--- src/rtl/tfwm_pkg.sv ---
// tfwm_pkg: shared constants and types for the topic filter matcher
// used by tfwm_filter_ctl, tfwm_matcher and the top level; depends on nothing
package tfwm_pkg;

  localparam logic CMD_FILTER = 1'b0;
  localparam logic CMD_TOPIC  = 1'b1;

  localparam logic [7:0] CH_PLUS  = 8'h2B;
  localparam logic [7:0] CH_HASH  = 8'h23;
  localparam logic [7:0] CH_SLASH = 8'h2F;

  // status of the stored filter as seen by the matcher
  typedef struct packed {
    logic overflow;    // bytes were dropped past capacity
    logic tail_plus;   // last stored byte is '+', so the trailing run is open
    logic last_hash;   // last stored byte is '#'
    logic prev_slash;  // byte before the last one is '/'
  } filt_stat_t;

  typedef struct packed {
    logic       cmd;
    logic [7:0] char_code;
    logic       last;
  } in_item_t;

endpackage

--- src/rtl/tfwm_ram.sv ---
// tfwm_ram: generic single write port, single read port ram, registered read
// write-first on an address collision; no package dependency
module tfwm_ram #(
  parameter int WIDTH = 8,
  parameter int DEPTH = 64
) (
  input  logic                     clk,
  input  logic                     we,
  input  logic [$clog2(DEPTH)-1:0] waddr,
  input  logic [WIDTH-1:0]         wdata,
  input  logic [$clog2(DEPTH)-1:0] raddr,
  output logic [WIDTH-1:0]         rdata
);

  logic [WIDTH-1:0] mem [DEPTH];
  logic [WIDTH-1:0] rdata_r;

  always_ff @(posedge clk) begin
    if (we) begin
      mem[waddr] <= wdata;
    end
    if (we && (waddr == raddr)) begin
      rdata_r <= wdata;
    end else begin
      rdata_r <= mem[raddr];
    end
  end

  assign rdata = rdata_r;

endmodule

--- src/rtl/tfwm_filter_ctl.sv ---
// tfwm_filter_ctl: filter loading, length and tail flags, ram write ports
// depends on tfwm_pkg; drives the byte store and the plus-run end table
module tfwm_filter_ctl #(
  parameter int MAX_FILTER_LEN = 64,
  parameter int AW = $clog2(MAX_FILTER_LEN),
  parameter int LW = $clog2(MAX_FILTER_LEN + 1)
) (
  input  logic                clk,
  input  logic                rst_n,
  input  logic                load_en,
  input  logic [7:0]          char_code,
  input  logic                last,
  output logic [LW-1:0]       len,
  output tfwm_pkg::filt_stat_t stat,
  output logic [AW-1:0]       tail_start,
  output logic                st_we,
  output logic [AW-1:0]       st_waddr,
  output logic [7:0]          st_wdata,
  output logic                et_we,
  output logic [AW-1:0]       et_waddr,
  output logic [8+AW-1:0]     et_wdata
);

  logic          open_r, open_nxt;
  logic [LW-1:0] len_r, len_nxt;
  logic          ovf_r, ovf_nxt;
  logic          tail_plus_r, tail_plus_nxt;
  logic          last_hash_r, last_hash_nxt;
  logic          last_slash_r, last_slash_nxt;
  logic          prev_slash_r, prev_slash_nxt;
  logic [AW-1:0] tail_start_r, tail_start_nxt;

  logic          new_filt;
  logic [LW-1:0] base_len;
  logic          base_tplus;
  logic          room;
  logic          is_plus;

  assign new_filt   = !open_r;
  assign base_len   = new_filt ? '0 : len_r;
  assign base_tplus = new_filt ? 1'b0 : tail_plus_r;
  assign room       = base_len < LW'(MAX_FILTER_LEN);
  assign is_plus    = char_code == tfwm_pkg::CH_PLUS;

  always_comb begin
    open_nxt       = open_r;
    len_nxt        = len_r;
    ovf_nxt        = ovf_r;
    tail_plus_nxt  = tail_plus_r;
    last_hash_nxt  = last_hash_r;
    last_slash_nxt = last_slash_r;
    prev_slash_nxt = prev_slash_r;
    tail_start_nxt = tail_start_r;
    st_we          = 1'b0;
    st_waddr       = base_len[AW-1:0];
    st_wdata       = char_code;
    et_we          = 1'b0;
    et_waddr       = tail_start_r;
    et_wdata       = {char_code, base_len[AW-1:0]};
    if (load_en) begin
      open_nxt = !last;
      ovf_nxt  = (new_filt ? 1'b0 : ovf_r) | !room;
      if (new_filt) begin
        len_nxt        = '0;
        tail_plus_nxt  = 1'b0;
        last_hash_nxt  = 1'b0;
        last_slash_nxt = 1'b0;
        prev_slash_nxt = 1'b0;
      end
      if (room) begin
        st_we          = 1'b1;
        len_nxt        = base_len + LW'(1);
        last_hash_nxt  = char_code == tfwm_pkg::CH_HASH;
        last_slash_nxt = char_code == tfwm_pkg::CH_SLASH;
        prev_slash_nxt = new_filt ? 1'b0 : last_slash_r;
        tail_plus_nxt  = is_plus;
        // a run of '+' starts here
        if (is_plus && !base_tplus) begin
          tail_start_nxt = base_len[AW-1:0];
        end
        // a run of '+' is closed: record where it ends and the byte there
        if (!is_plus && base_tplus) begin
          et_we = 1'b1;
        end
      end
    end
  end

  always_ff @(posedge clk) begin
    if (!rst_n) begin
      open_r       <= 1'b0;
      len_r        <= '0;
      ovf_r        <= 1'b0;
      tail_plus_r  <= 1'b0;
      last_hash_r  <= 1'b0;
      last_slash_r <= 1'b0;
      prev_slash_r <= 1'b0;
      tail_start_r <= '0;
    end else begin
      open_r       <= open_nxt;
      len_r        <= len_nxt;
      ovf_r        <= ovf_nxt;
      tail_plus_r  <= tail_plus_nxt;
      last_hash_r  <= last_hash_nxt;
      last_slash_r <= last_slash_nxt;
      prev_slash_r <= prev_slash_nxt;
      tail_start_r <= tail_start_nxt;
    end
  end

  assign len             = len_r;
  assign tail_start      = tail_start_r;
  assign stat.overflow   = ovf_r;
  assign stat.tail_plus  = tail_plus_r;
  assign stat.last_hash  = last_hash_r;
  assign stat.prev_slash = prev_slash_r;

endmodule

--- src/rtl/tfwm_matcher.sv ---
// tfwm_matcher: per-topic matching state, one topic byte per cycle, and result
// depends on tfwm_pkg; reads the byte store and run end table at its position
module tfwm_matcher #(
  parameter int MAX_FILTER_LEN = 64,
  parameter int AW = $clog2(MAX_FILTER_LEN),
  parameter int LW = $clog2(MAX_FILTER_LEN + 1)
) (
  input  logic                 clk,
  input  logic                 rst_n,
  input  logic                 topic_en,
  input  logic                 clear,
  input  logic [7:0]           char_code,
  input  logic [LW-1:0]        len,
  input  tfwm_pkg::filt_stat_t stat,
  input  logic [AW-1:0]        tail_start,
  input  logic [7:0]           q_byte,
  input  logic [8+AW-1:0]      q_end,
  output logic [AW-1:0]        rd_addr,
  output logic                 res_match,
  output logic                 res_err
);

  logic [LW-1:0] pos_r, pos_nxt, pos_a;
  logic          skip_r, skip_nxt, skip_a;
  logic          multi_r, multi_nxt, multi_a;
  logic          mism_r, mism_nxt, mism_a;
  logic          mid_r, mid_nxt, mid_a;
  logic [LW-1:0] rend_idx_r, rend_idx_nxt, rend_idx_a;
  logic [7:0]    rend_byte_r, rend_byte_nxt, rend_byte_a;

  logic          is_slash;
  logic          unterm;
  logic [LW-1:0] cur_idx;
  logic [7:0]    cur_byte;
  logic          tail_ok;

  assign is_slash = char_code == tfwm_pkg::CH_SLASH;

  // end of the '+' run at the current position; an open trailing run ends at len
  assign unterm   = stat.tail_plus && (pos_r == {{(LW-AW){1'b0}}, tail_start});
  assign cur_idx  = mid_r ? rend_idx_r :
                    (unterm ? len : {{(LW-AW){1'b0}}, q_end[AW-1:0]});
  assign cur_byte = mid_r ? rend_byte_r : q_end[8+AW-1:AW];

  always_comb begin
    pos_a       = pos_r;
    skip_a      = skip_r;
    multi_a     = multi_r;
    mism_a      = mism_r;
    mid_a       = mid_r;
    rend_idx_a  = rend_idx_r;
    rend_byte_a = rend_byte_r;
    if (topic_en && !multi_r && !mism_r && (!skip_r || is_slash)) begin
      skip_a = 1'b0;
      if (pos_r >= len) begin
        mism_a = 1'b1;
      end else if (q_byte == tfwm_pkg::CH_PLUS) begin
        if (!is_slash) begin
          pos_a       = pos_r + LW'(1);
          skip_a      = 1'b1;
          mid_a       = 1'b1;
          rend_idx_a  = cur_idx;
          rend_byte_a = cur_byte;
        end else if (cur_idx >= len) begin
          mism_a = 1'b1;
        end else if (cur_byte == tfwm_pkg::CH_HASH) begin
          multi_a = 1'b1;
          pos_a   = cur_idx;
          mid_a   = 1'b0;
        end else if (cur_byte != tfwm_pkg::CH_SLASH) begin
          mism_a = 1'b1;
        end else begin
          // empty levels: the '/' lands on the byte after the whole run
          pos_a = cur_idx + LW'(1);
          mid_a = 1'b0;
        end
      end else if (q_byte == tfwm_pkg::CH_HASH) begin
        multi_a = 1'b1;
      end else if (q_byte != char_code) begin
        mism_a = 1'b1;
      end else begin
        pos_a = pos_r + LW'(1);
        mid_a = 1'b0;
      end
    end
  end

  // rest of filter is empty, "#" or "/#"
  assign tail_ok = (pos_a >= len) ||
                   ((pos_a == len - LW'(1)) && stat.last_hash) ||
                   ((pos_a == len - LW'(2)) && stat.prev_slash && stat.last_hash);

  assign res_err   = stat.overflow || (len == '0);
  assign res_match = !res_err && !mism_a && (multi_a || tail_ok);

  always_comb begin
    if (clear) begin
      pos_nxt       = '0;
      skip_nxt      = 1'b0;
      multi_nxt     = 1'b0;
      mism_nxt      = 1'b0;
      mid_nxt       = 1'b0;
      rend_idx_nxt  = rend_idx_a;
      rend_byte_nxt = rend_byte_a;
    end else begin
      pos_nxt       = pos_a;
      skip_nxt      = skip_a;
      multi_nxt     = multi_a;
      mism_nxt      = mism_a;
      mid_nxt       = mid_a;
      rend_idx_nxt  = rend_idx_a;
      rend_byte_nxt = rend_byte_a;
    end
  end

  assign rd_addr = pos_nxt[AW-1:0];

  always_ff @(posedge clk) begin
    if (!rst_n) begin
      pos_r   <= '0;
      skip_r  <= 1'b0;
      multi_r <= 1'b0;
      mism_r  <= 1'b0;
      mid_r   <= 1'b0;
    end else begin
      pos_r   <= pos_nxt;
      skip_r  <= skip_nxt;
      multi_r <= multi_nxt;
      mism_r  <= mism_nxt;
      mid_r   <= mid_nxt;
    end
  end

  always_ff @(posedge clk) begin
    rend_idx_r  <= rend_idx_nxt;
    rend_byte_r <= rend_byte_nxt;
  end

endmodule

--- src/rtl/topic_filter_wildcard_match.sv ---
// topic_filter_wildcard_match: top level, input register, matcher, result register
// depends on tfwm_pkg, tfwm_ram, tfwm_filter_ctl and tfwm_matcher
//
//   channel | ports                                   | direction
//   --------+-----------------------------------------+----------
//   input   | in_valid in_stall in_cmd in_char_code in_last | in (stall out)
//   result  | out_valid out_stall out_match out_filter_error | out (stall in)
//
// one item per cycle sustained while no result stalls; a result passes the input
// register, then the matcher and result register. the store is read at the next
// position every cycle, which closes the one-byte-per-cycle loop.
// reset is synchronous and clears control state only; no clearing pass.
// a stalled result holds the result register; the item behind it stalls the
// input only if it would produce a result too.
module topic_filter_wildcard_match #(
  parameter int MAX_FILTER_LEN = 64
) (
  input  logic       clk,
  input  logic       rst_n,
  input  logic       in_valid,
  output logic       in_stall,
  input  logic       in_cmd,
  input  logic [7:0] in_char_code,
  input  logic       in_last,
  output logic       out_valid,
  input  logic       out_stall,
  output logic       out_match,
  output logic       out_filter_error
);

  localparam int AW = $clog2(MAX_FILTER_LEN);
  localparam int LW = $clog2(MAX_FILTER_LEN + 1);

  tfwm_pkg::in_item_t   item_r;
  logic                 item_v_r, item_v_nxt;
  logic                 res_item;
  logic                 fire;
  logic                 accept;

  logic                 out_valid_r, out_valid_nxt;
  logic                 out_match_r, out_err_r;

  logic [LW-1:0]        len;
  tfwm_pkg::filt_stat_t stat;
  logic [AW-1:0]        tail_start;
  logic                 st_we, et_we;
  logic [AW-1:0]        st_waddr, et_waddr;
  logic [7:0]           st_wdata;
  logic [8+AW-1:0]      et_wdata;
  logic [AW-1:0]        rd_addr;
  logic [7:0]           q_byte;
  logic [8+AW-1:0]      q_end;
  logic                 res_match, res_err;

  assign res_item = (item_r.cmd == tfwm_pkg::CMD_TOPIC) && item_r.last;
  assign fire     = item_v_r && (!res_item || !out_valid_r || !out_stall);
  assign in_stall = item_v_r && !fire;
  assign accept   = in_valid && !in_stall;

  assign item_v_nxt    = accept ? 1'b1 : (fire ? 1'b0 : item_v_r);
  assign out_valid_nxt = (fire && res_item) ? 1'b1 : (out_stall ? out_valid_r : 1'b0);

  always_ff @(posedge clk) begin
    if (!rst_n) begin
      item_v_r    <= 1'b0;
      out_valid_r <= 1'b0;
    end else begin
      item_v_r    <= item_v_nxt;
      out_valid_r <= out_valid_nxt;
    end
  end

  always_ff @(posedge clk) begin
    if (accept) begin
      item_r <= '{cmd: in_cmd, char_code: in_char_code, last: in_last};
    end
    if (fire && res_item) begin
      out_match_r <= res_match;
      out_err_r   <= res_err;
    end
  end

  tfwm_filter_ctl #(
    .MAX_FILTER_LEN(MAX_FILTER_LEN),
    .AW(AW),
    .LW(LW)
  ) u_filter_ctl (
    .clk       (clk),
    .rst_n     (rst_n),
    .load_en   (fire && (item_r.cmd == tfwm_pkg::CMD_FILTER)),
    .char_code (item_r.char_code),
    .last      (item_r.last),
    .len       (len),
    .stat      (stat),
    .tail_start(tail_start),
    .st_we     (st_we),
    .st_waddr  (st_waddr),
    .st_wdata  (st_wdata),
    .et_we     (et_we),
    .et_waddr  (et_waddr),
    .et_wdata  (et_wdata)
  );

  tfwm_ram #(
    .WIDTH(8),
    .DEPTH(MAX_FILTER_LEN)
  ) u_store (
    .clk  (clk),
    .we   (st_we),
    .waddr(st_waddr),
    .wdata(st_wdata),
    .raddr(rd_addr),
    .rdata(q_byte)
  );

  // per '+' run start: index of the closing byte and the byte itself
  tfwm_ram #(
    .WIDTH(8 + AW),
    .DEPTH(MAX_FILTER_LEN)
  ) u_run_end (
    .clk  (clk),
    .we   (et_we),
    .waddr(et_waddr),
    .wdata(et_wdata),
    .raddr(rd_addr),
    .rdata(q_end)
  );

  tfwm_matcher #(
    .MAX_FILTER_LEN(MAX_FILTER_LEN),
    .AW(AW),
    .LW(LW)
  ) u_matcher (
    .clk       (clk),
    .rst_n     (rst_n),
    .topic_en  (fire && (item_r.cmd == tfwm_pkg::CMD_TOPIC)),
    .clear     (fire && ((item_r.cmd == tfwm_pkg::CMD_FILTER) || item_r.last)),
    .char_code (item_r.char_code),
    .len       (len),
    .stat      (stat),
    .tail_start(tail_start),
    .q_byte    (q_byte),
    .q_end     (q_end),
    .rd_addr   (rd_addr),
    .res_match (res_match),
    .res_err   (res_err)
  );

  assign out_valid        = out_valid_r;
  assign out_match        = out_match_r;
  assign out_filter_error = out_err_r;

endmodule

--- config.mk ---
export PLATFORM = sky130hd
export DESIGN_NAME = topic_filter_wildcard_match
export DESIGN_NICKNAME = d
export VERILOG_FILES = /design/src/rtl/tfwm_pkg.sv /design/src/rtl/tfwm_ram.sv /design/src/rtl/tfwm_filter_ctl.sv /design/src/rtl/tfwm_matcher.sv /design/src/rtl/topic_filter_wildcard_match.sv
export SDC_FILE = /design/constraint.sdc
export NUM_CORES = 1
export LEC_CHECK = 0
export ABC_AREA = 1
export BUFFER_PORTS_ARGS = -buffer_cell sky130_fd_sc_hd__buf_2
export CAP_MARGIN = 25
export CORE_MARGIN = 2
export CORE_UTILIZATION = 40
export DETAILED_ROUTE_END_ITERATION = 7
export SYNTH_ARGS = -nofsm -noshare
export SYNTH_HDL_FRONTEND = slang
export SYNTH_HIERARCHICAL = 1
export SYNTH_SLANG_ARGS = --single-unit
export TNS_END_PERCENT = 20
--- constraint.sdc ---
create_clock -name clk -period 8.15 [get_ports clk]
set_input_delay 0.815 -clock clk [delete_from_list [all_inputs] [get_ports clk]]
set_output_delay 0.815 -clock clk [all_outputs]
set_load 0.005 [all_outputs]
# After elaboration in Yosys (flattened, before gate mapping)
# Memories as Yosys holds them, arrays and structs flattened. A register that Yosys moved wholly into a read port is not among the register bits.
# Index checks and enable logic that the tools add are counted.
word_totals:
  wordCells: 166
  latchBits: 0
  output_inout_bits: 4
  romBits: 0
  mem_count: 2
  regBits: 59
  mem_bits_rw: 1408
  inputBits: 14
op_classes:
  reduce_logical: 48
  n_shift: 0
  bitwise_logic: 5
  order_cmp: 4
  addsub: 5
  muxes: 62
  div: 0
  n_eq_ne: 17
  n_mul: 0
memory_table:
  columns: ["name", "depth", "width", "rd", "rd_clocked_by_memory_dff", "write_ports", "line", "source"]
  rows:
  - ["u_run_end.mem", 64, 14, 1, 1, 1, "tfwm_ram.sv:15", "logic [WIDTH-1:0] mem [DEPTH];"]
  - ["u_store.mem", 64, 8, 1, 1, 1, "tfwm_ram.sv:15", null]
op_table:
  columns: ["op", "n"]
  rows:
  - ["2-to-1 mux 7 bit", 13]
  - ["equality test 8 x 6 -> 1 bit, second input constant", 6]
  - ["2-to-1 mux 1 bit", 47]
  - ["adder 7 x 1 -> 7 bit, second input constant", 3]
  - [">= comparator 7 bit", 3]
  - ["logical AND 1 bit", 19]
  - ["equality test 7 bit", 2]
  - ["logical NOT 1 bit", 14]
  - ["logical OR 1 bit", 8]
  - ["2-to-1 mux 8 bit", 1]
  - ["inequality test 8 x 6 -> 1 bit, second input constant", 1]
  - ["inequality test 8 bit", 1]
  - ["equality test 7 x 6 -> 1 bit", 1]
  - ["logical NOT 7 bit", 1]
  - ["less-than comparator 7 bit, second input constant", 1]
  - ["subtractor 7 x 1 -> 7 bit, second input constant", 1]
  - ["subtractor 7 x 2 -> 7 bit, second input constant", 1]
  - ["2-to-1 mux 6 bit", 1]
  - ["inequality test 2 x 1 -> 1 bit, second input constant", 3]
  - ["AND reduction 6 bit", 1]
  - ["inequality test 4 bit, second input constant", 1]
  - ["NOT 1 bit", 4]
  - ["AND reduction 4 bit", 1]
  - ["inequality test 3 bit, second input constant", 1]
  - ["other kinds (6)", 6]

# Logic depth before layout (Yosys ltp)
depth:
  ltp_word: 18
  mapped_depth: 38
  mapped_depth_nobuf: 35

# Hierarchy
# Netlist, hierarchy kept.
modules_own_cells:
  columns: ["mod", "seq_area_each_um2", "cells_per_inst", "area_per_inst_um2", "instances"]
  rows:
  - ["tfwm_ram (u_run_end)", 27025.9, 3080, 36745.2, 1]
  - ["tfwm_ram (u_store)", 15494.9, 1803, 21299.2, 1]
  - ["tfwm_matcher", 670.6, 538, 3383.2, 1]
  - ["tfwm_filter_ctl", 380.4, 175, 1227.4, 1]
  - ["topic_filter_wildcard_match", 400.4, 35, 489.2, 1]

# Worst setup path before layout
# No wires, ideal clock.
synth_timing:
  path_kind: "flip-flop to flip-flop"
  start: "register (tool-made name)"
  end: "register out_match_r, in the netlist out_match (data pin)"
  path_buffers: 3
  t_required_ps: 7888
  stages_incl_launch_ff: 37
  t_arrival_ps: 4214
  path_slack_ps: 3675
  setup_ps: 262
  synth_period_minus_slack_ps: 4475
  path_cell_list: "dfxtp_1 buf_6 inv_8 buf_6 buf_4 nand2_1 nand3_1 nand3_1 nand2_1 nand2_1 nand3_1 nand3_1 nand2_1 inv_1 nand2_1 nand3_1 nand2_1 ha_1 a21oi_1 o21ai_0 nand2_1 nand3_2 inv_1 nand2_1 nand2_1 nand3_1 a22oi_1 ha_1 inv_1 a21boi_0 o21a_1 o21a_1 o21a_1 o21ai_0 nand2_1 a211oi_1 a21oi_2"
synth_rtl:
  columns: ["item", "line", "source"]
  rows:
  - ["end signal: assignment", "topic_filter_wildcard_match.sv:78", "out_match_r <= res_match;"]
  - ["end: declaration", "topic_filter_wildcard_match.sv:41", "logic out_match_r, out_err_r;"]

==> results.md <==
* Run status: complete, but fails checks
* Failing checks: slew limit
* Mapped Nets at about 5.7k
* DR WL/cell at around 21 um
* Slew HR at -0.0740
* Final period util at 0.806
* Pwr per Cell Area at between 200 and 250 mW/mm2
* Site Rows at between 100 and 150
* Clk_skew at between 0.02 and 0.03 ns
* RSZ-0062 raised after global routing: no
* Maximum root-to-sink buffer count at 3
* Worst-path maximum fanout at about 120
* Max cap viols at 0
* Largest area contributor in the netlist: edfxtp_1
* Placed Instances at about 7.5k
* Sequential element share of the synthesized area at 0.696
* WL final at 167000 um
* Die X-Extent at ~400 um
* GP Congestion at ~0.86
* Core Util, Final at 0.443
* Initial Utilization at 0.403
* Reg clk slew, reported paths at approximately 0.070 ns
* Largest net degree at the start of global routing at 240
* CTS sink count at between 1k and 1.5k
* Share of post-route cells with drive strength above 1 at 0.0817
* Syn Area/Cell at roughly 11 um2
* PortBufs at 17
* Area Growth Syn to Fin at 9.87%
* WP depth at 27
* Initial antenna violation count at 1
* Startpoint types: flop
* Critical Path AT at between 7 and 8 ns
* Register-to-Register Path Depth at 27
* Fmax at between 150 and 200 MHz
* Final Setup Violations at 0
* Post-synth top flop: edfxtp_1
* CTS tree: built
* Yosys cell types at 56
* Power after layout at between 15000 and 20000 uW
* Yosys warns at 6
* Worst skew pair latency at 0.79 ns
* Post-synth top area share at 0.682
* Final hold vios at 0
* Worst VDD drop at roughly 0.2 mV
* Total CTS buffers at 148
* Leak at roughly 0.025 uW
* Post-CTS Setup Inserts at 0
* CP max stage delay at about 0.8 ns
* Number of DRC markers in iteration 0 at about 4.7k
* Gate Count Post-Synth at 5631
* Total global routing overflow at 0
* Area contributors post-synth: edfxtp_1 (68%), nand2_1 (12%), nand3_1 (9.8%)
* Num ports at 18
* Grt peak-use layer: met2
* CP Capture Type: flop
* Core Area at between 0.15 and 0.2 mm2
* Final net count at 5627
* Worst Setup EP: out_match
* Hold Path Stages at 1
* Pins Over Slew Limit at 94
* Die Area at roughly 0.16 mm2
* #FFs+latches synth at ~1.5k
* R2R Path End: out_match
* Met1 Resource Use GR at 0.294
* Post-cts hold buffer count at 0
* Met3 track demand over resource at 0.0335
* Minimum clock period at 6.57 ns
* GRT Total Usage at 0.203
* Residual DRC count at 0
* First-pass GRT wire length at 251000 um
* Synthesized area at ~0.063 mm2
* First-pass DRT Iterations at 5
* Post-route ant nets at 0
* CP delay by family, top: simple AND/OR/NAND/NOR gates
* Post-DP HPWL at around 94000 um
* CTS root buffer: clkbuf_16
* Fin cells at 7753
* Vias in the first global route at 39.8k
* Met2 GRT Util at 0.315
* Reg-to-reg slack, setup at between 1.5 and 2 ns
* H-tree Lvls at 4
* TNS Setup at 0 ns
* Die Ht at approximately 400 um
* Worst hold path class: in2reg
* Post-CTS sizing at 0
* CP max stage cell: nor4_1
* Vias per cell at 5.40
* CP required at between 8 and 9 ns
* Total vias in the final route at 41.9k
* Top cell by count, worst path: nand2_1
* Post-synth ARST share at 0
* Worst Setup Path Type: reg2reg
* Worst slew pin tran at 1.61 ns
* EDFF count, synth at roughly 1.4k
* WP buf/inv at 5
## cell usage after synthesis, types with 3 or more instances
master	n
clkbuf_1	40
buf_2	143
buf_1	19
o21a_1	4
nand4_1	36
nand2_2	20
edfxtp_1	1435
buf_6	86
ha_1	28
buf_4	57
nor2_8	3
nor4_1	19
a21oi_1	32
nor3_1	6
nand3b_1	4
xnor2_1	4
o21ai_1	10
nand2_4	4
nor2_4	3
nor2_2	4
nand2_1	1974
o21ai_0	23
inv_1	122
xor2_1	11
or2_2	7
dfxtp_1	44
inv_4	4
nor2_1	188
nand3_2	7
inv_2	22
buf_8	3
nand3_1	1240
## stage by stage
stage / setup WS [ns] / area (um2) / hold slack [ns]
2_1_floorplan: 3.67 / 63100 / 0.449
3_3_place_gp: 1.98 / 64600 / 0.487
3_5_place_dp: 1.85 / 64600 / 0.496
4_1_cts: 1.83 / 69300 / 0.154
5_1_grt: 1.18 / 69400 / 0.176
6_report: 1.58 / 69400 / 0.209
## cell families after synthesis
| logic type | count (synthesis) | synth area share |
|---|---|---|
| AOI/OAI and AO/OA | 86 | 0.00801 |
| buffers and inverters | 500 | 0.0471 |
| adders and majority gates | 28 | 0.00555 |
| xor gates and xnor gates | 15 | 0.00208 |
| and+or+nand+nor | 3523 | 0.241 |
| DFF | 1479 | 0.696 |
## cells in the final DEF (no fill, tap or decap), types with 7 or more instances in the layout
cell	instances
nor2_2	12
nand2_2	20
nor2_1	180
nand4_1	36
nand2_1	1974
a21oi_1	32
nand3_2	7
clkinv_2	13
clkbuf_1	33
buf_12	7
xor2_1	11
o21ai_1	10
o21ai_0	23
nor4_1	9
clkbuf_16	152
ha_1	28
inv_1	113
nor4_2	10
or2_2	7
inv_2	29
clkinv_1	31
buf_2	17
nand3_1	1240
edfxtp_1	1435
dfxtp_1	37
bufinv_16	12
buf_4	127
## layout make-up
type,instances,area (um2)
fillers,14400,87200
flip-flops and latches,1479,44000
multi-input cells,3652,16300
clock buffers,188,3970
well taps,2058,2570
repair buffers,153,1210
clock inverters,70,723
inverters,151,611
diodes,2,5.00
## per-layer routing
metal,wire [um],up-vias
met4,3660,0
li1,-,19500
met3,12800,236
met2,76500,1618
met1,73500,20500
met5,0,-
## worst min path at each step
| stage | from | endpoint | slack (ns) |
|---|---|---|---|
| 2_1_floorplan | u_matcher/multi_r | u_matcher/multi_r | 0.45 |
| 4_1_cts | in_char_code[7] | item_r[8] | 0.15 |
| 6_report | in_char_code[6] | item_r[7] | 0.21 |
| 3_5_place_dp | u_matcher/multi_r | u_matcher/multi_r | 0.50 |
| 3_3_place_gp | u_matcher/multi_r | u_matcher/multi_r | 0.49 |
| 5_1_grt | in_char_code[7] | item_r[8] | 0.18 |
## flip-flops by register name, indices dropped and copies added (netlist names), 6 cells and up, named ones only
register	cells
item_r	10
u_filter_ctl/et_waddr	6
u_filter_ctl/len	7
u_matcher/pos_r	7
u_matcher/rend_byte_r	8
u_matcher/rend_idx_r	7
u_run_end/mem	896
u_store/mem	512
## report_power, final
group          leakage, uW  internal (uW)  switching [uW]
clock              0.00227           3830            2840
sequential          0.0139           8310            9.00
combinational      0.00895           32.9             160
total               0.0251          12200            3010
Power figures use the tool's default switching activity.
